[src/hw/rtl/mi4_mul.sv]
// Limb-serial signed multiplier: wide operand times DATA_WIDTH-bit operand.
// One DATA_WIDTH x DATA_WIDTH product per cycle. No package dependencies.
module mi4_mul #(
   parameter int W  = 32,
   parameter int XW = 131
) (
   input  logic                 clock,
   input  logic                 reset,
   input  logic                 start,
   input  logic signed [XW-1:0] x,
   input  logic signed [W-1:0]  e,
   output logic                 done,
   output logic signed [XW-1:0] prod
);

   localparam int NL    = (XW + W - 1) / W;
   localparam int AW    = NL * W;
   localparam int CNT_W = $clog2(NL + 1);

   logic                 busy_ff;
   logic [CNT_W-1:0]     cnt_ff;
   logic [AW-1:0]        xm_ff;
   logic [W-1:0]         em_ff;
   logic                 neg_ff;
   logic [2*W-1:0]       pp_ff;
   logic [AW-1:0]        acc_ff;
   logic                 done_ff;
   logic signed [XW-1:0] prod_ff;

   logic [XW-1:0] x_abs;
   logic [W-1:0]  e_abs;
   logic [AW-1:0] acc_in;
   logic [XW-1:0] mag;

   assign x_abs  = x[XW-1] ? XW'(-x) : XW'(x);
   assign e_abs  = e[W-1] ? W'(-e) : W'(e);
   assign acc_in = (acc_ff << W) + AW'(pp_ff);
   assign mag    = acc_in[XW-1:0];

   always_ff @(posedge clock) begin
      if (reset) begin
         busy_ff <= 1'b0;
         done_ff <= 1'b0;
         cnt_ff  <= '0;
      end else begin
         done_ff <= 1'b0;
         if (start) begin
            busy_ff <= 1'b1;
            cnt_ff  <= '0;
            xm_ff   <= AW'(x_abs);
            em_ff   <= e_abs;
            neg_ff  <= x[XW-1] ^ e[W-1];
            acc_ff  <= '0;
         end else if (busy_ff) begin
            pp_ff  <= xm_ff[AW-1 -: W] * em_ff;
            xm_ff  <= xm_ff << W;
            cnt_ff <= cnt_ff + 1'b1;
            if (cnt_ff != '0) begin
               acc_ff <= acc_in;
            end
            if (cnt_ff == CNT_W'(NL)) begin
               busy_ff <= 1'b0;
               done_ff <= 1'b1;
               prod_ff <= neg_ff ? -signed'(mag) : signed'(mag);
            end
         end
      end
   end

   assign done = done_ff;
   assign prod = prod_ff;

endmodule

[config.mk]
export PLATFORM = sky130hd
export DESIGN_NAME = mi4_mul
export DESIGN_NICKNAME = d
export VERILOG_FILES = /design/src/hw/rtl/mi4_mul.sv
export SDC_FILE = /design/constraint.sdc
export NUM_CORES = 2
export LEC_CHECK = 0
export BUFFER_PORTS_ARGS = -buffer_cell sky130_fd_sc_hd__buf_4
export CORE_ASPECT_RATIO = 0.75
export CORE_MARGIN = 5
export CORE_UTILIZATION = 30
export CTS_CLUSTER_DIAMETER = 80
export DETAILED_ROUTE_END_ITERATION = 8
export GPL_TIMING_DRIVEN = 0
export HOLD_SLACK_MARGIN = 0.06
export PLACE_DENSITY = 0.54
export REMOVE_ABC_BUFFERS = 1
export SETUP_SLACK_MARGIN = 0.3
export SYNTH_ARGS = -nofsm -noshare
export SYNTH_HDL_FRONTEND = slang
export SYNTH_SLANG_ARGS = --single-unit
[constraint.sdc]
create_clock -name clock -period 11.8 [get_ports clock]
set_clock_uncertainty 0.15 [all_clocks]
set_input_delay 2.36 -clock clock [delete_from_list [all_inputs] [get_ports clock]]
set_output_delay 2.36 -clock clock [all_outputs]
set_load 0.02 [all_outputs]
Word level (Yosys, flattened, before mapping)
Index checks and enable logic that the tools add are counted.
{"block": "totals", "ff_bits": 492, "latchBits": 0, "mem_bits_rw": 0, "rom_bits": 0, "out_inout_bits": 132, "word_cells": 43, "n_memories": 0}
{"block": "classes", "add_sub_neg": 5, "multipliers": 1, "div_mod_pow": 0, "magnitude_cmp": 0, "n_eq_ne": 1, "shifts": 0, "n_mux": 11, "bitwise_logic": 4, "n_reduce_logical": 10}
{"op": "2-to-1 mux 131 bit", "count": 3}
{"op": "negation 131 bit", "count": 2}
{"op": "2-to-1 mux 99 bit", "count": 2}
{"op": "2-to-1 mux 160 bit", "count": 1}
{"op": "adder 131 x 64 -> 131 bit", "count": 1}
{"op": "multiplier 32 x 32 -> 64 bit", "count": 1}
{"op": "negation 32 bit", "count": 1}
{"op": "2-to-1 mux 31 bit", "count": 1}
{"op": "AND reduction 3 bit", "count": 2}
{"op": "2-to-1 mux 1 bit", "count": 4}
{"op": "AND reduction 2 bit", "count": 2}
{"op": "AND reduction 4 bit", "count": 1}
{"op": "nonzero test 2 bit", "count": 2}
{"op": "adder 3 x 1 -> 3 bit (second input constant)", "count": 1}
{"op": "== test 3 bit (second input constant)", "count": 1}
{"op": "inverter 1 bit", "count": 3}
{"op": "nonzero test 3 bit", "count": 1}
{"op": "OR reduction 3 bit", "count": 1}
{"op": "OR reduction 2 bit", "count": 1}
{"op": "bitwise XOR 1 bit", "count": 1}

Depth between registers and ports, before layout
{"block": "depth", "ltp_word": 4, "ltp_mapped": 32}

Worst setup path before layout
OpenSTA, ideal clock, no wires.
{"block": "synth_timing", "path_type": "input-to-reg", "start": "input port start", "end": "register prod_ff[0] (netlist: prod[0]), enable pin", "arrival_time_ns": 10.690, "slack_ns": 0.454, "cell_stages": 3, "n_path_buf": 1, "cell_sequence": "clkbuf_1 > nor3b_1 > and3_1"}
{"block": "synth_between", "elab_chain_cells": 2}
{"element": "start, declared", "line_no": "9", "source": "input logic start,"}
{"element": "inverter 1 bit (no line)"}
{"element": "AND reduction 4 bit (no line)"}
{"element": "end signal, assigned", "line_no": "64", "source": "prod_ff <= neg_ff ? -signed'(mag) : signed'(mag);"}
{"element": "end, declared", "line_no": "28", "source": "logic signed [XW-1:0] prod_ff;"}
Every way passes these cells.
A chain may end at the register's enable or synchronous reset.

Worst setup path after layout
{"block": "layout_timing", "start": "register em_ff[6]", "end": "register pp_ff[63], data pin"}
{"block": "layout_between", "elab_chain_cells": 1}
{"element": "start, declared", "line_no": "23", "source": "logic [W-1:0] em_ff;"}
{"element": "start signal, assigned", "line_no": "51", "source": "em_ff <= e_abs;"}
{"element": "multiplier 32 x 32 -> 64 bit", "line_no": "55", "source": "pp_ff <= xm_ff[AW-1 -: W] * em_ff;"}
{"element": "end signal, assigned", "line_no": "55"}
{"element": "end, declared", "line_no": "25", "source": "logic [2*W-1:0] pp_ff;"}
Every way passes these cells.

==> insert_results.sql <==
INSERT INTO impl_metrics (metric_group, metric, value, unit) VALUES
('outcome', 'outcome', 'finished clean', ''),
('floorplanning', 'placeableCoreArea', '0.203', 'mm2'),
('timing', 'pin_slew_with_the_least_headroom_to_its_limit', '1.46', 'ns'),
('critical_path', 'path_max_fanout', '32', ''),
('grt', 'maximum_number_of_pins_on_one_net_before_global_route_repair', '132', ''),
('logic_synthesis', 'synth-warning-count', '0', ''),
('placed_design', 'half_perimeter_wire_length_of_the_detailed_placement_result', '162000', 'um'),
('logic_synthesis', 'yosysUniqueCellTypes', '100', ''),
('clock_network', 'cts_setup_buffers', '0', ''),
('critical_path', 'setup.worst_path.end_class', 'register', ''),
('grt', 'overflow', '0', ''),
('floorplanning', 'die-width', '531', 'um'),
('min_path', 'worstHoldPathType', 'reg2reg', ''),
('grt', 'grt_pass1_vias', '47600', ''),
('placed_design', 'dp.cells', '9027', ''),
('timing', 'max_frequency', '0.105', 'GHz'),
('floorplanning', 'die-area', '0.213', 'mm2'),
('logic_synthesis', 'synth-edff-count', '487', ''),
('logic_synthesis', 'total_standard_cell_area_after_synthesis', '0.0611', 'mm2'),
('critical_path', 'timing.critical_path.max_delay_family', 'adder cells', ''),
('critical_path', 'startpoint_type', 'register', ''),
('routing', 'vias_after_detailed_routing', '45600', ''),
('timing', 'final_period_minus_worst_setup_slack', '9.49', 'ns'),
('routing', 'drt-wirelength-per-cell', '21.7', 'um'),
('routing', 'wl', '199000', 'um'),
('timing', 'fin_setup_tns', '0', 'ns'),
('timing', 'setup_repair_after_global_routing_missed_its_margin', 'no', ''),
('critical_path', 'path_buf_inv', '3', ''),
('layout', 'finish.net_count', '7782', ''),
('critical_path', 'required', '12.07', 'ns'),
('clock_network', 'htreeDepth', '3', ''),
('layout', 'final.fill_count', '20500', ''),
('logic_synthesis', 'syn-instance-count', '6258', ''),
('critical_path', 'cp_common_cell', 'sky130_fd_sc_hd__fa_1', ''),
('clock_network', 'cts_tree', 'yes', ''),
('critical_path', 'cp_data_arrival_time', '9.75', 'ns'),
('flow_run', 'max_cap_violations', '0', ''),
('clock_network', 'numCtsBuffers', '66', ''),
('floorplanning', 'effective_utilization_at_floorplan', '30.1', '%'),
('grt', 'global_route_wire_length_before_repair', '303000', 'um'),
('logic_synthesis', 'async_reset_ff_share', '0', '%'),
('logic_synthesis', 'top_post_synthesis_cells_by_area', 'sky130_fd_sc_hd__fa_1 (29%), sky130_fd_sc_hd__edfxtp_1 (24%), sky130_fd_sc_hd__and2_1 (6.4%)', ''),
('layout', 'layout-area-overhead-vs-synth', '15.1', '%'),
('layout', 'regArea', '0.0147', 'mm2'),
('routing', 'antenna_violating_nets_left', '0', ''),
('routing', 'detail_route.drc_violations', '0', ''),
('floorplanning', 'die_h', '401', 'um'),
('timing', 'finalMaxSlewViolations', '0', ''),
('critical_path', 'max_stage_delay', '1.32', 'ns'),
('clock_network', 'cts_hold_buf', '0', ''),
('clock_network', 'clkLatencyLatePin', '0.67', 'ns'),
('routing', 'dr.first_iter.drc_count', '3761', ''),
('grt', 'gr-usage-all-layers', '18.6', '%'),
('placed_design', 'buffer_ports.inserted', '297', ''),
('logic_synthesis', 'post_synth.cell_area_avg', '9.76', 'um2'),
('critical_path', 'timing.critical_path.slowest_stage_cell', 'sky130_fd_sc_hd__edfxtp_1', ''),
('floorplanning', 'placement_rows', '143', ''),
('timing', 'hold_viol_final', '0', ''),
('routing', 'drt_first_pass_iters', '8', ''),
('logic_synthesis', 'yosysTopAreaCell', 'sky130_fd_sc_hd__fa_1', ''),
('floorplanning', 'floorplan.io_pins', '298', ''),
('routing', 'route.detailed.vias_per_inst', '4.98', ''),
('logic_synthesis', 'synth-seq-area-share', '24.1', '%'),
('layout', 'multi_input_gate_area', '0.0415', 'mm2'),
('layout', 'final_layout_size_suffix_gt1_share', '9.48', '%'),
('logic_synthesis', 'synth.ff_latch_count', '492', ''),
('timing', 'fin_crit_sh', '80.4', '%'),
('logic_synthesis', 'synth_largest_type_area_fraction', '29.4', '%'),
('critical_path', 'setup.worst_path.class', 'reg2reg', ''),
('clock_network', 'clock-root-buffer', 'sky130_fd_sc_hd__clkbuf_16', ''),
('grt', 'number_of_antenna_violations_at_the_first_check_in_global_routing', '11', ''),
('logic_synthesis', 'synthFlopType', 'sky130_fd_sc_hd__edfxtp_1', ''),
('clock_network', 'cts.sinks', '492', ''),
('timing', 'relSlewSlack', '2.81', '%'),
('clock_network', 'path_clk_slew', '0.06', 'ns'),
('layout', 'final-instance-count-excl-fill', '9158', ''),
('timing', 'setup_violations', '0', ''),
('clock_network', 'post_cts_resized', '0', ''),
('placed_design', 'weighted_congestion_at_the_end_of_routability_driven_global_placement', '0.887', ''),
('clock_network', 'max-clock-path-buffers', '3', '');
[cell usage in the layout, fill, tap and decap left out, drive strengths merged, types with 23 or more instances in the layout]
| cell | instances |
|---|---|
| nand3 | 70 |
| o41ai | 43 |
| and2 | 629 |
| o21ai | 158 |
| a21oi | 191 |
| and3 | 25 |
| o31ai | 76 |
| nand2 | 684 |
| nor2b | 78 |
| inv | 992 |
| nand4 | 63 |
| mux2 | 26 |
| clkbuf | 76 |
| or3 | 80 |
| xor2 | 202 |
| buf | 400 |
| or4 | 36 |
| nor3 | 69 |
| fa | 897 |
| clkinv | 23 |
| nor4 | 39 |
| edfxtp | 487 |
| a21o | 53 |
| xnor2 | 233 |
| nor2 | 270 |
| or2 | 37 |
| ha | 301 |
[worst reg2reg max path, delay by kind of cell (launching register included)]
kind,cells,cell delay (ns)
and+or+nand+nor,1,0.21
AOI/OAI and AO/OA,11,2.68
DFF,1,1.32
xor gates and xnor gates,1,0.11
buffers and inverters,3,0.19
adders and majority gates,9,4.57
[layout make-up]
class	instances	share of cell area (%)
Tap cell	2682	4.78
Timing Repair Buffer	400	6.82
Multi-Input combinational cell	4478	59.1
Antenna cell	8	0.0285
Sequential cell	492	21.0
Inverter	980	5.25
Clock inverter	42	0.679
Clock buffer	76	2.43
[final timing paths]
check	cells past startpoint	startpoint	slack, ns	to
setup / recovery	25	em_ff[6]	2.31	pp_ff[63]
hold / removal	0	pp_ff[0]	0.34	prod[0]
setup reg to reg	25	em_ff[6]	2.31	pp_ff[63]
hold reg to reg	0	pp_ff[0]	0.34	prod[0]
[cells in the mapped netlist (141+ instances only)]
cell                       count
sky130_fd_sc_hd__inv_1       980
sky130_fd_sc_hd__fa_1        897
sky130_fd_sc_hd__nand2_1     683
sky130_fd_sc_hd__and2_1      629
sky130_fd_sc_hd__edfxtp_1    487
sky130_fd_sc_hd__ha_1        301
sky130_fd_sc_hd__clkbuf_1    286
sky130_fd_sc_hd__nor2_1      270
sky130_fd_sc_hd__xnor2_1     233
sky130_fd_sc_hd__xor2_1      202
sky130_fd_sc_hd__a21oi_1     189
sky130_fd_sc_hd__o21ai_0     141
[flip-flops by register name (all words and copies together) (netlist names)]
signal   flops
done         1
pp_ff       64
neg_ff       1
xm_ff      160
acc_ff      99
prod       131
cnt_ff       3
busy_ff      1
em_ff       32
[metal layers]
metal | share of wire [%] | GRT usage [%]
met1 | 46 | 27.0
met2 | 44 | 28.4
met3 | 7.3 | 3.82
met4 | 2.3 | 4.31
met5 | 0.023 | 0
[stage by stage]
step	setup WS, ns	util (%)	hold slack, ns	area [um2]
2_1_floorplan	0.665	-	0.291	59900
3_3_place_gp	-5.26	32.3	0.306	65400
3_5_place_dp	2.29	33.5	0.333	67900
5_1_grt	1.75	34.7	0.364	70200
4_1_cts	2.31	34.6	0.347	70100
6_report	2.31	34.7	0.341	70300
[logic make-up after synthesis]
kind of cell,count (synthesis),synth area share [%]
simple gates,2143,18.2
flops,492,24.1
mux,32,0.578
buf+inv,1288,7.98
compound gates,670,7.29
xor+xnor,435,6.24
fa+ha+maj,1198,35.6
Power is not shown: default switching activity piles up to over one toggle a cycle in this logic, so the estimate is an artifact.
