<file path="src/hw/rtl/mi4_div.sv">
// Radix-2 restoring divider: trunc(num * 2^(2F) / den), saturated to W bits.
// One quotient bit per cycle. No package dependencies.
module mi4_div #(
   parameter int W  = 32,
   parameter int F  = 16,
   parameter int CW = 99,
   parameter int XW = 131
) (
   input  logic                 clock,
   input  logic                 reset,
   input  logic                 start,
   input  logic signed [CW-1:0] num,
   input  logic signed [XW-1:0] den,
   output logic                 done,
   output logic signed [W-1:0]  quot
);

   localparam int NW    = CW + 2 * F;
   localparam int CNT_W = $clog2(NW + 1);
   localparam int RW    = XW + 1;

   logic                busy_ff;
   logic [CNT_W-1:0]    cnt_ff;
   logic [NW-1:0]       sh_ff;
   logic [XW-1:0]       dm_ff;
   logic [RW-1:0]       rem_ff;
   logic [W-1:0]        q_ff;
   logic                ovf_ff;
   logic                neg_ff;
   logic                done_ff;
   logic signed [W-1:0] quot_ff;

   logic [CW-1:0] num_abs;
   logic [XW-1:0] den_abs;
   logic [RW-1:0] rem_sh;
   logic          ge;
   logic [RW-1:0] rem_in;
   logic [W-1:0]  q_in;
   logic          ovf_in;
   logic [W-1:0]  lim;
   logic [W-1:0]  mag;

   assign num_abs = num[CW-1] ? CW'(-num) : CW'(num);
   assign den_abs = den[XW-1] ? XW'(-den) : XW'(den);
   assign rem_sh  = {rem_ff[RW-2:0], sh_ff[NW-1]};
   assign ge      = rem_sh >= RW'(dm_ff);
   assign rem_in  = ge ? rem_sh - RW'(dm_ff) : rem_sh;
   assign q_in    = {q_ff[W-2:0], ge};
   assign ovf_in  = ovf_ff | q_ff[W-1];
   assign lim     = neg_ff ? {1'b1, {(W-1){1'b0}}} : {1'b0, {(W-1){1'b1}}};
   assign mag     = (ovf_in || q_in > lim) ? lim : q_in;

   always_ff @(posedge clock) begin
      if (reset) begin
         busy_ff <= 1'b0;
         done_ff <= 1'b0;
         cnt_ff  <= '0;
      end else begin
         done_ff <= 1'b0;
         if (start) begin
            busy_ff <= 1'b1;
            cnt_ff  <= '0;
            sh_ff   <= NW'(num_abs) << (2 * F);
            dm_ff   <= den_abs;
            rem_ff  <= '0;
            q_ff    <= '0;
            ovf_ff  <= 1'b0;
            neg_ff  <= num[CW-1] ^ den[XW-1];
         end else if (busy_ff) begin
            sh_ff  <= sh_ff << 1;
            rem_ff <= rem_in;
            q_ff   <= q_in;
            ovf_ff <= ovf_in;
            cnt_ff <= cnt_ff + 1'b1;
            if (cnt_ff == CNT_W'(NW - 1)) begin
               busy_ff <= 1'b0;
               done_ff <= 1'b1;
               quot_ff <= neg_ff ? -signed'(mag) : signed'(mag);
            end
         end
      end
   end

   assign done = done_ff;
   assign quot = quot_ff;

endmodule

</file>
<file path="config.mk">
export PLATFORM = sky130hd
export DESIGN_NAME = mi4_div
export DESIGN_NICKNAME = d
export VERILOG_FILES = /design/src/hw/rtl/mi4_div.sv
export SDC_FILE = /design/constraint.sdc
export NUM_CORES = 1
export LEC_CHECK = 0
export BUFFER_PORTS_ARGS = -buffer_cell sky130_fd_sc_hd__buf_2
export CORE_UTILIZATION = 56
export DETAILED_ROUTE_END_ITERATION = 12
export PLACE_DENSITY_LB_ADDON = 0.05
export SKIP_LAST_GASP = 1
export SYNTH_ARGS = -nofsm -noshare
export SYNTH_HDL_FRONTEND = slang
export SYNTH_SLANG_ARGS = --single-unit
</file>
<file path="constraint.sdc">
create_clock -name clock -period 14.08 [get_ports clock]
set_clock_uncertainty 0.15 [all_clocks]
set_input_delay 0.704 -clock clock [delete_from_list [all_inputs] [get_ports clock]]
set_output_delay 0.704 -clock clock [all_outputs]
set_load 0.01 [all_outputs]
</file>
Word-level counts from Yosys, hierarchy flattened
Index checks and enable logic that the tools add are counted.
Widths: inputs -> output; s select.
{"block": "word_totals", "regBits": 468, "in_bits": 233, "output_inout_bits": 33, "elab_cells": 47}
{"block": "op_classes", "addsub": 5, "n_lt_le_gt_ge": 2, "eq_ne": 1, "muxes": 15, "n_bitwise": 5, "reduce_logical": 7}
{"op": "$mux 131", "count": 4}
{"op": "$ge 132x131->1", "count": 1}
{"op": "$neg 131->131", "count": 1}
{"op": "$sub 131x131->131", "count": 1}
{"op": "$mux 130", "count": 1}
{"op": "$mux 32", "count": 4}
{"op": "$mux 99", "count": 1}
{"op": "$neg 99->99", "count": 1}
{"op": "$gt 32x32->1", "count": 1}
{"op": "$neg 32->32", "count": 1}
{"op": "$add 8x1->8 const B", "count": 1}
{"op": "$eq 8x8->1 const B", "count": 1}
{"op": "$mux 1", "count": 5}
{"op": "$reduce_and 2->1", "count": 2}
{"op": "$reduce_and 4->1", "count": 1}
{"op": "$not 1->1", "count": 3}
{"op": "$reduce_or 3->1", "count": 1}
{"op": "$reduce_bool 2->1", "count": 1}
{"op": "$reduce_or 2->1", "count": 1}
{"op": "$logic_or 1x1->1", "count": 1}
{"op": "$or 1x1->1", "count": 1}
{"op": "$xor 1x1->1", "count": 1}

Longest topological paths before layout
Gate-level depths: netlist of run 1.
{"block": "logic_depth", "word_depth": 6, "ltp_mapped": 39, "mapped_depth_nobuf": 32}

Worst setup path after synthesis of run 1
OpenSTA, ideal clock, no wires.
{"block": "synth_timing", "kind": "input port to flip-flop", "from": "in start", "to": "reg ovf_ff (enable)", "setup_time_ns": 0.892, "arrival_time_ns": 12.481, "required_time_ns": 13.038, "setup_slack_ns": 0.557, "path_stages": 5, "path_buffers": 3, "path_cell_list": "clkbuf_1 -> clkbuf_1 -> clkbuf_1 -> nor2_1 -> nor2_1"}
{"block": "synth_between", "elab_chain_len": 2}
{"element": "start, declared", "line": "11", "source": "input logic start,"}
{"element": "$reduce_bool 2->1 (no source line)"}
{"element": "$reduce_and 2->1 (no source line)"}
{"element": "end signal, assigned", "line": "73", "source": "ovf_ff <= ovf_in;"}
{"element": "end, declared", "line": "28", "source": "logic ovf_ff;"}
Every way passes these cells.
A chain may end at the register's enable or synchronous reset.

Worst setup path after layout of run 1
{"block": "layout_timing", "from": "reg rem_ff[102]", "to": "reg quot_ff[28] (netlist: quot[28]) (data pin)"}
{"block": "layout_between", "elab_chain_len": 6}
{"element": "start, declared", "line": "26", "source": "logic [RW-1:0] rem_ff;"}
{"element": "start signal, assigned", "line": "71", "source": "rem_ff <= rem_in;"}
{"element": "$ge 132x131->1 *", "line": "46", "source": "assign ge = rem_sh >= RW'(dm_ff);"}
{"element": "$gt 32x32->1", "line": "51", "source": "assign mag = (ovf_in || q_in > lim) ? lim : q_in;"}
{"element": "$logic_or 1x1->1", "line": "51"}
{"element": "$mux 32 *", "line": "51"}
{"element": "$neg 32->32", "line": "78", "source": "quot_ff <= neg_ff ? -signed'(mag) : signed'(mag);"}
{"element": "$mux 32 *", "line": "78"}
{"element": "end signal, assigned", "line": "78"}
{"element": "end, declared", "line": "31", "source": "logic signed [W-1:0] quot_ff;"}
Every way passes the cells marked *; elsewhere a longest branch is shown, timed or not.

==> results of run 1 <==
per-layer routing:
layer,share of wire,track usage,routed length [um],up-vias
met5,0.00038,0,37,-
met4,0.039,0.133,3810,6
met3,0.071,0.0367,7000,197
met2,0.45,0.513,44400,1220
met1,0.44,0.454,42600,14000
li1,-,-,-,13700
sequential cells by signal (all words and copies together) (netlist names):
register / count
dm_ff: 131
rem_ff: 131
sh_ff: 99
q_ff: 32
quot: 32
cnt_ff: 8
busy_ff: 1
done: 1
neg_ff: 1
ovf_ff: 1
path summary, 6_finish.rpt:
kind              slack [ns]         from         to  cells after the start
setup / recovery        5.11  rem_ff[102]   quot[28]                     28
setup reg to reg        5.11  rem_ff[102]   quot[28]                     28
hold reg to reg         0.34    cnt_ff[7]  cnt_ff[7]                      2
hold / removal          0.23        reset    busy_ff                      2
through the flow:
stage          cells  instance area, um2
2_1_floorplan   3652               32200
3_3_place_gp    4513               34000
3_5_place_dp    4513               34000
4_1_cts         4603               35600
5_1_grt         4609               35600
6_report        4610               35600
placed cells by master, fill, tap and decap left out, types with 45 or more instances in the layout:
cell | synthesis | layout
edfxtp_1 | 427 | 427
a21oi_1 | 407 | 407
nand2_1 | 399 | 399
nor2_1 | 347 | 344
buf_2 | 4 | 263
o21ai_0 | 206 | 206
xnor2_1 | 198 | 198
inv_1 | 193 | 192
ha_1 | 168 | 168
xor2_1 | 143 | 143
o31ai_1 | 84 | 84
nand4_1 | 81 | 81
nor3_1 | 73 | 72
or3_1 | 61 | 61
a21o_1 | 57 | 57
nand3_1 | 50 | 50
a211oi_1 | 50 | 50
clkbuf_16 | 0 | 50
or4_1 | 45 | 45
cell type report:
class	count	area (um2)
inverters	195	733
clock buffers	58	1280
well taps	756	946
clock inverters	32	233
multi-input cells	2837	17800
diodes	7	17.5
repair buffers	288	1510
fillers	4942	21000
flip-flops and latches	437	13000
cell families after synthesis:
family | count (synthesis)
AO/OA/AOI/OAI | 1057
XOR/XNOR | 341
adder cells (fa/ha/maj) | 169
buffers and inverters | 378
flip-flops | 437
multiplexers | 17
AND/OR/NAND/NOR | 1253
power groups by stage:
stage	registers, W	logic [W]	clock network, W
2_1_floorplan	0.00165	0.000892	0
4_1_cts	0.00163	0.00124	0.00125
3_3_place_gp	0.00165	0.00121	0
5_1_grt	0.00164	0.00138	0.00129
6_report	0.00163	0.00126	0.00123
3_5_place_dp	0.00165	0.00123	0
cells in the mapped netlist (13+ instances only):
cell / instances
a211oi_1: 50
clkbuf_1: 173
or2_2: 21
nand2b_1: 24
nand2_1: 399
o21ai_0: 206
a21oi_1: 407
and3_1: 21
xor2_1: 143
nor2_1: 347
nand4_1: 81
edfxtp_1: 427
o31ai_1: 84
a21o_1: 57
a31oi_1: 25
xnor2_1: 198
or4_1: 45
o21bai_1: 42
mux2i_1: 14
o41ai_1: 44
or3_1: 61
nor3_1: 73
nor2b_1: 39
nor4_1: 38
ha_1: 168
inv_1: 193
nand3_1: 50
a21boi_0: 13
o22ai_1: 18
o21a_1: 20
==> impl_metrics.toml, run 1 <==
[routing]
viasPerCell = 6.33
num_vias = 29200
dr.first_iter.drc_count = 2739
dr.pass1.iters = 6
ant_nets = 0
drt-total-wl_um = 97900
drc = 0
routedWlPerCell_um = 21.2

[outcome]
outcome = "finished clean"

[timing]
drv_slew = 0
rsz0062_at_grt = "no"
finalHoldViolCount = 0
min_period_over_period = 0.637
worst-slew-pin-transition_ns = 1.38
holdWs_ns = 0.232
setup_viol = 0
fin_crit_ns = 8.97
clock.fmax_mhz = 111
setup_ws_ns = 5.11
slew_headroom = 0.0742
tns_ns = 0

[power_and_ir_drop]
cell_internal_pwr_w = 0.00271
p_seq_frac = 0.395
power.switching_w = 0.00141
p_leak_nw = 13.5
power_density_nw_per_um2 = 116
pwr-share-clk = 0.299
sw_frac_of_total = 0.342
ir_worst_vdd_mv = 0.102
p_comb_frac = 0.306
power_w = 0.00411

[synth]
synth_fa_ha_area_frac = 0.0658
synth_seq_cells = 437
yosys.area_share.simple = 0.186
synth_top_family_by_area = "compound AO/OA/AOI/OAI gates"
synth_area_leaders = "edfxtp_1, ha_1, a21oi_1"
synth-async-reset-ratio = 0
synth_largest_area_cell = "edfxtp_1"
yosysSeqAreaShare = 0.404
netlist_area_um2 = 32200
syn-instance-count = 3652
synth_cell_types = 81
synthXorXnorAreaFrac = 0.0926
avgSynthCellArea_um2 = 8.83
syn-num-nets = 4054
post-synth-top-area-fraction = 0.398
synth_edf_count = 427
ys.flop_type = "edfxtp_1"
synthMuxAreaShare = 0.00539
yosys_warnings = 0
synth_compound_area_frac = 0.202

[floorplanning]
num_io_pins = 266
core_um2 = 56600
die_h_um = 242
num_rows = 87
dieArea_um2 = 58500
start_util = 0.570
fp.dieW_um = 242

[clock_tree]
ctsHoldBuffers = 0
cts-root-buf = "clkbuf_16"
htree_num_levels = 2
cts_buffer_depth = 3
clkSinkCount = 437
cts_setup_buffers = 0
cts.repair.resized = 0
clk_latency_ns = 0.61
clk_pin_slew_worst_paths_ns = 0.06
cts_tree = "done"
cts_buffers = 49

[setup_path]
startpoint_type = "flip-flop"
critPathSlowestCell = "nor4_1"
cp_slowest_stage_delay_ns = 0.99
arrival_ns = 9.27
end_kind = "flip-flop"
crit_family = "simple AND/OR/NAND/NOR gates"
crit_top_cell = "a21oi_1"
cp_num_buf_inv = 1
worstPathRequired_ns = 14.38
path_max_fanout = 42
critPathKind = "flip-flop to flip-flop"

[global_route]
grt_max_degree = 156
grt_pass1_vias = 27600
grt_usage = 0.324
grt_pass1_wl_um = 151000
overflow = 0
antenna_found_initial = 10

[final_layout]
syn_to_final_growth_pct = 10.3
drive_gt1_frac = 0.108
layout.nets = 4210
utilization = 0.628

[min_path]
hp-class = "input port to flip-flop"

[place]
preCtsSetupSlack_ns = 5.13
place.gp.congestion = 0.971
port_buffers = 265
dp_hpwl_um = 73700

[job]
cap_violations = 0
Power figures use the tool's default switching activity.
==> run 2: changes to the inputs <==
==> constraint.sdc (replaced) <==
create_clock -name clock -period 8.05 [get_ports clock]
set_clock_uncertainty 0.15 [all_clocks]
set_input_delay 0.4025 -clock clock [delete_from_list [all_inputs] [get_ports clock]]
set_output_delay 0.4025 -clock clock [all_outputs]
set_load 0.01 [all_outputs]
==> run 2 against run 1 <==
Net effect:
- utilization up 1.8 points
- clock power up 78%
- first-iteration DRC count is 2.6% lower
- critical path type unchanged
- count of clock-buffer cells in the layout fell by 2
==> impl_metrics.toml, run 2 (synthesis gave the netlist of run 1 again) <==
[outcome]
outcome = "finished clean"

[final_layout]
largest_registers = "dm_ff (131), rem_ff (131), sh_ff (99)"
drive_gt1_frac = 0.107
layout.nets = 4309
syn_to_final_growth_pct = 13.5
layout_commonest_cell = "edfxtp_1"
final_cell_mix = "edfxtp_1, a21oi_1, nand2_1"

[min_path]
hp-class = "input port to flip-flop"

[routing]
dr.pass1.iters = 6
drc = 0
viasPerCell = 6.26
drt-total-wl_um = 99700
num_vias = 29500
routedWlPerCell_um = 21.2
ant_nets = 0
dr.first_iter.drc_count = 2668

[timing]
worst-slew-pin-transition_ns = 1.37
rsz0062_at_grt = "no"
min_period_over_period = 0.886
clock.fmax_mhz = 140
setup_ws_ns = 0.919
slew_headroom = 0.0813
finalHoldViolCount = 0
tns_ns = 0
setup_viol = 0
fin_crit_ns = 7.13
drv_slew = 0

[floorplanning]
die_h_um = 242
start_util = 0.570
num_rows = 87
fp.dieW_um = 242
dieArea_um2 = 58500
num_io_pins = 266
core_um2 = 56600

[setup_path]
crit_top_cell = "a21oi_1"
path_max_fanout = 26
cp_slowest_stage_delay_ns = 0.46
critPathSlowestCell = "or4_1"
end_kind = "flip-flop"
arrival_ns = 7.43
critPathKind = "flip-flop to flip-flop"
worstPathRequired_ns = 8.35
startpoint_type = "flip-flop"

[clock_tree]
cts_setup_buffers = 0
cts_buffers = 48
htree_num_levels = 2
clkSinkCount = 437
cts-root-buf = "clkbuf_16"
clk_latency_ns = 0.61
cts.repair.resized = 0
clk_pin_slew_worst_paths_ns = 0.06
cts_buffer_depth = 3
cts_tree = "done"

[place]
place.gp.congestion = 1.00
preCtsSetupSlack_ns = 1.01
dp_hpwl_um = 73500
port_buffers = 265

[global_route]
overflow = 0
grt_max_degree = 133
antenna_found_initial = 16
grt_pass1_wl_um = 156000
grt_pass1_vias = 28100
grt_usage = 0.333

[power_and_ir_drop]
p_leak_nw = 13.9
power_density_nw_per_um2 = 199
ir_worst_vdd_mv = 0.168

[job]
cap_violations = 0
==> run 2: cell types whose count changed in the layout (fill, tap and decap cells not counted), sizes merged <==
cell	delta
clkinvlp	+1
dlygate4sd3	+93
bufinv	+3
clkinv	-4
diode	+3
clkbuf	-2
buf	+7
==> run 2: what timing repair did <==
item,CTS,global route
hold buffers,93,0
setup endpoints to repair,0,0
endpoints found under the hold margin,93,0
==> run 2: routing by layer <==
metal	wire length, um	global-route usage	vias to the layer above
met5	81	0	-
met3	7830	0.0537	196
met1	42400	0.456	14100
met4	3350	0.114	12
met2	46100	0.538	1254
li1	-	-	13900
==> run 2: metrics by stage <==
step | cells | utilization | instance area, um2 | hold slack (ns) | total power, W
finish | 4711 | 0.646 | 36600 | 0.0184 | 0.00729
global route | 4709 | 0.646 | 36600 | 0.0210 | 0.00765
CTS | 4701 | 0.646 | 36600 | 0.00412 | 0.00729
detailed placement | 4520 | 0.602 | 34100 | 0.347 | 0.00505
global placement | 4520 | 0.602 | 34100 | 0.316 | 0.00501
floorplan | 3652 | - | 32200 | 0.304 | 0.00443
==> run 2: final timing paths <==
check / from / end / slack, ns / cells past startpoint
setup reg to reg: sh_ff[130] / quot[28] / 0.92 / 34
hold / removal: den[42] / dm_ff[42] / 0.02 / 2
hold reg to reg: cnt_ff[7] / cnt_ff[7] / 0.35 / 2
setup / recovery: sh_ff[130] / quot[28] / 0.92 / 34
==> run 2: worst max-delay path: cells and delay by family (launching register included) <==
| kind | cells | cell delay (ns) |
|---|---|---|
| AOI/OAI and AO/OA | 16 | 3.21 |
| adders and majority gates | 4 | 0.77 |
| buffers and inverters | 5 | 0.75 |
| DFF | 1 | 0.38 |
| and+or+nand+nor | 9 | 1.68 |
==> run 2: power breakdown <==
group          switching (W)  total, W  internal (W)
Clock               0.000962   0.00219       0.00123
Sequential         0.0000877   0.00284       0.00276
Combinational        0.00143   0.00226      0.000834
Total                0.00247   0.00729       0.00482
==> run 2: cell type report <==
| cell class | instances | area [um2] |
|---|---|---|
| multi-input cells | 2837 | 17800 |
| repair buffers | 388 | 2510 |
| inverters | 195 | 733 |
| fillers | 4764 | 20000 |
| clock inverters | 32 | 295 |
| flip-flops and latches | 437 | 13000 |
| well taps | 756 | 946 |
| diodes | 10 | 25.0 |
| clock buffers | 56 | 1230 |
